**config.mk**
```make
export PLATFORM = sky130hd
export DESIGN_NAME = vos_divider
export DESIGN_NICKNAME = d
export VERILOG_FILES = /design/src/rtl/core/vos_pkg.sv /design/src/rtl/core/vos_divider.sv
export SDC_FILE = /design/constraint.sdc
export NUM_CORES = 1
export LEC_CHECK = 0
export BUFFER_PORTS_ARGS = -buffer_cell sky130_fd_sc_hd__buf_2
export CORE_MARGIN = 4
export CORE_UTILIZATION = 60
export CTS_BUF_LIST = sky130_fd_sc_hd__clkbuf_8
export CTS_CLUSTER_SIZE = 16
export DETAILED_ROUTE_END_ITERATION = 16
export PLACE_DENSITY = 0.77
export SYNTH_ARGS = -nofsm -noshare
export SYNTH_HDL_FRONTEND = slang
export SYNTH_SLANG_ARGS = --single-unit
```
**constraint.sdc**
```tcl
create_clock -name clk -period 11.1 [get_ports clk]
set_clock_uncertainty 0.05 [all_clocks]
set_input_delay 1.11 -clock clk [delete_from_list [all_inputs] [get_ports clk]]
set_output_delay 1.11 -clock clk [all_outputs]
set_load 0.05 [all_outputs]
```
**src/rtl/core/vos_pkg.sv**
```systemverilog
// Package for the voxel occupancy set unit: widths, command codes, reset values.
// No dependencies; used by every module of the block.
`timescale 1ns / 1ps
`default_nettype none
package vos_pkg;
	localparam int TABLE_ENTRIES_DEF = 4096;
	localparam int AXIS_BITS_DEF = 21;
	localparam int LEAF_W = 20;
	localparam int COORD_W = 32;
	localparam int COUNT_W = 13;
	localparam logic [LEAF_W-1:0] LEAF_RESET = 20'd9830;
	localparam logic [63:0] HASH_MULT = 64'h9E3779B97F4A7C15;

	typedef enum logic [1:0] {
		FUNC_CLEAR  = 2'd0,
		FUNC_INSERT = 2'd1,
		FUNC_QUERY  = 2'd2,
		FUNC_NONE   = 2'd3
	} func_t;

	// result flags registered by the top level
	typedef struct packed {
		logic                occupied;
		logic                table_full;
		logic                out_of_range;
	} vos_flags_t;
endpackage
`default_nettype wire

```
**src/rtl/core/vos_divider.sv**
```systemverilog
// Sequential floor divider: one quotient bit per cycle, three axes in parallel lanes.
// Depends on vos_pkg for widths.
`timescale 1ns / 1ps
`default_nettype none
module vos_divider (
	input  wire logic                            clk,
	input  wire logic                            arst_n,
	input  wire logic                            start,
	input  wire logic [vos_pkg::LEAF_W-1:0]      divisor,
	input  wire logic [3*vos_pkg::COORD_W-1:0]   dividends,
	output logic                                 done,
	output logic [3*vos_pkg::COORD_W-1:0]        quotients
);
	localparam int W = vos_pkg::COORD_W;
	localparam int CW = $clog2(W+1);
	localparam int LEAF_W_EXT = vos_pkg::LEAF_W;

	logic [CW-1:0]  cnt_q;
	logic           run_q;
	logic [W-1:0]   mag_q [3];
	logic [W-1:0]   quo_q [3];
	logic [W:0]     rem_q [3];
	logic           neg_q [3];
	logic [LEAF_W_EXT-1:0] dv_q;

	// step one restoring-division bit per lane
	always_ff @(posedge clk or negedge arst_n) begin
		if (!arst_n) begin
			run_q <= 1'b0;
			cnt_q <= '0;
			done <= 1'b0;
			dv_q <= LEAF_W_EXT'(1);
			for (int a = 0; a < 3; a++) begin
				neg_q[a] <= 1'b0;
				mag_q[a] <= '0;
				rem_q[a] <= '0;
				quo_q[a] <= '0;
			end
		end else begin
			done <= 1'b0;
			if (start) begin
				run_q <= 1'b1;
				cnt_q <= CW'(W);
				dv_q <= (divisor == '0) ? LEAF_W_EXT'(1) : divisor;
				for (int a = 0; a < 3; a++) begin
					neg_q[a] <= dividends[a*W+W-1];
					mag_q[a] <= dividends[a*W+W-1] ? (~dividends[a*W +: W] + W'(1))
						: dividends[a*W +: W];
					rem_q[a] <= '0;
					quo_q[a] <= '0;
				end
			end else if (run_q) begin
				for (int a = 0; a < 3; a++) begin
					logic [W:0] t;
					t = {rem_q[a][W-1:0], mag_q[a][W-1]};
					mag_q[a] <= {mag_q[a][W-2:0], 1'b0};
					if (t >= (W+1)'(dv_q)) begin
						rem_q[a] <= t - (W+1)'(dv_q);
						quo_q[a] <= {quo_q[a][W-2:0], 1'b1};
					end else begin
						rem_q[a] <= t;
						quo_q[a] <= {quo_q[a][W-2:0], 1'b0};
					end
				end
				cnt_q <= cnt_q - CW'(1);
				if (cnt_q == CW'(1)) begin
					run_q <= 1'b0;
					done <= 1'b1;
				end
			end
		end
	end

	// apply sign with floor: negative nonexact rounds down
	always_comb begin
		for (int a = 0; a < 3; a++) begin
			if (neg_q[a])
				quotients[a*W +: W] = ~quo_q[a] + W'(1) - W'(rem_q[a] != '0);
			else
				quotients[a*W +: W] = quo_q[a];
		end
	end
endmodule
`default_nettype wire

```
==> results.cfg <==
[floorplanning]
row_count = 76
pin_count = 216
die_h_um = 217
start_util_pct = 60.7
die-area_um2 = 47100
core-area_um2 = 43200
die_x_um = 217

[hold_path]
hold_path_class = input port to async pin

[detailed_routing]
vias = 23900
drtPass1Iterations = 7
drc = 0
routed_wirelength_um = 67900
routed_via_density = 6.13
wire_per_inst_um = 17.4
top_layer_used = met4
drt-initial-drc-count = 1802
antenna_left = 0
met2WireLength_um = 31300
wl_met1_um = 30600
wl_met3_um = 4120

[flow_run]
drv_cap = 0

[timing]
min_period_ps = 6930
fin_setup_tns_ps = 0
rsz0062_at_grt = false
timing.hold.ws_ps = 444
worst_slew_pin_slew_ps = 1210
hold_viol = 0
setup_viol = 0
slew_viol_final = 0
max_freq_ghz = 0.144
post-route-period-util_pct = 62.4
maxSlewHeadroom_pct = 19.3

[critical_path]
crit_path_end_kind = primary output
worstSetupPathType = flop to primary output
crit_path_max_fanout = 5
startpoint_type = flop
arrival_ps = 5770
worst_ep_required_time_ps = 9940

[synthesis]
synth_warnings = 0
synth_cells = 3151
syn_area_per_cell_um2 = 8.32
synth_fp_nets = 3443
yosysTopAreaCell = dfrtp_1
yosysTopAreaCellShare_pct = 30.6
synth_common_cells = dfrtp_1 (321), nand2_1 (320), nor2_1 (283)
yosysSeqAreaShare_pct = 30.7
ys_ff_latch = 322
synthArstFlopShare_pct = 100
synth_most_common_cell = dfrtp_1
synth_edf_count = 0
synth.area.top_cells = dfrtp_1 (31%), ha_1 (8.1%), mux2i_1 (8.1%), xnor2_1 (5.2%), o21ai_0 (4.9%)
yosys_most_used_dff = dfrtp_1
synth_cell_types = 79
netlist_area_um2 = 26200

[layout]
fin_nets = 3566
n_fill_cell = 3647
drive_gt1_share_pct = 11.4
syn_to_final_growth_pct = 9.54
multi_input_area_um2 = 16900
ff_latch_area_um2 = 8070

[power_and_ir_drop]
leakage_uw = 0.0148
fin_total_pwr_uw = 5510
irDropWorstVdd_mv = 0.153
p_per_area_nw_per_um2 = 192

[clock_tree]
cts-resized-gates = 0
numCtsBuffers = 56
path_clk_slew_ps = 70
post_cts_buffers = 0
cts_hold_buf = 0
clk_latency_ps = 660
h-tree-depth = 2
cts.sink_count = 322
cts_root_buf = clkbuf_8
cts_tree = done
cts_buffer_depth = 3

[status]
status = finished clean

[global_routing]
grt_pass1_vias = 22900
antenna_found_initial = 2
overflow = 0
grt_pass1_wl_um = 113000
grt_max_degree = 149
grt_use_total_pct = 28.0

[placed_design]
dp_hpwl_um = 48400
gp_congestion = 0.956
io_buffers = 215
power breakdown:
part	total [µW]	switching [µW]	internal (µW)	leakage (µW)
clock	1130	525	608	0.000664
combinational	2750	1670	1080	0.00999
sequential	1630	237	1400	0.00416
final timing paths:
kind / startpoint / to / slack [ps] / depth (start not counted)
hold reg to reg: cnt_q[5]$_DFFE_PN0P_ / cnt_q[5]$_DFFE_PN0P_ / 480 / 2
setup / recovery: rem_q[87]$_DFFE_PN0P_ / quotients[31] / 4170 / 20
setup reg to reg: dv_q[1]$_DFFE_PN0P_ / rem_q[56]$_DFFE_PN0P_ / 6730 / 11
hold / removal: arst_n / quo_q[53]$_DFFE_PN0P_ / 440 / 1
max in group asynchronous: arst_n / neg_q[2]$_DFFE_PN0P_ / 9020 / 2
min in group clk: cnt_q[5]$_DFFE_PN0P_ / cnt_q[5]$_DFFE_PN0P_ / 480 / 2
cell usage in the layout (no fill, tap or decap), drive strengths merged, types with 30 or more instances in the layout:
master / synthesis / routed
a211oi: 54 / 54
a21o: 98 / 98
a21oi: 158 / 158
a311oi: 59 / 59
a31oi: 31 / 31
buf: 34 / 233
clkbuf: 134 / 65
dfrtp: 321 / 321
ha: 170 / 170
inv: 168 / 187
mux2i: 212 / 212
nand2: 320 / 320
nand3: 53 / 53
nand4: 30 / 30
nor2: 283 / 283
nor2b: 32 / 32
nor3: 32 / 32
nor4: 32 / 32
o21ai: 267 / 267
o31ai: 51 / 51
or3: 56 / 56
or4: 37 / 37
xnor2: 157 / 157
xor2: 54 / 54
sequential cells by signal (all words and copies together) (netlist names):
register and count:
rem_q 99, mag_q 96, quo_q 96, dv_q 20, cnt_q 6, neg_q 3
done 1, run_q 1
stage by stage:
step | util, % | setup slack [ps] | cells | area [µm²]
CTS | 66.5 | 4130 | 3904 | 28700
detailed placement | 63.8 | 4870 | 3801 | 27600
finish | 66.5 | 4170 | 3906 | 28700
floorplan | - | 5510 | 3151 | 26200
global route | 66.5 | 3740 | 3906 | 28700
global placement | 63.8 | 4900 | 3801 | 27600
per-layer routing:
layer  vias up  global-route usage (%)
met5         -                       0
li1      11700                       -
met4         0                    8.59
met3       121                    3.90
met1     11400                    39.0
met2       754                    45.9
worst max-delay path, cell delays in order, from the launching register on:
cell and delay (ps):
dfrtp_1 410, or2_2 330, or3_1 370, nor2_1 160, nand2_1 80, or3_1 340
nor3_1 500, ha_1 290, ha_1 170, inv_1 60, ha_1 180, o21bai_1 140
a221oi_1 110, o21ai_0 420, a2111oi_0 240, o211ai_1 260, nand4_1 190, a31o_2 270
o211ai_1 120, xor2_1 170, buf_2 290
area by class of cell:
class	instances	share of cell area [%]
clock inverters	38	0.911
repair buffers	233	4.29
well taps	585	2.55
inverters	169	2.21
multi-input cells	2492	58.8
clock buffers	65	3.12
diodes	2	0.0174
flip-flops and latches	322	28.1
cells by family after synthesis:
family | share of synthesized area [%]
adders and majority gates | 8.34
buffers and inverters | 4.85
muxes | 8.44
xor gates and xnor gates | 7.05
and+or+nand+nor | 18.0
DFF | 30.7
AOI/OAI and AO/OA | 22.6
Note: power is estimated with default switching activity, not from simulation.
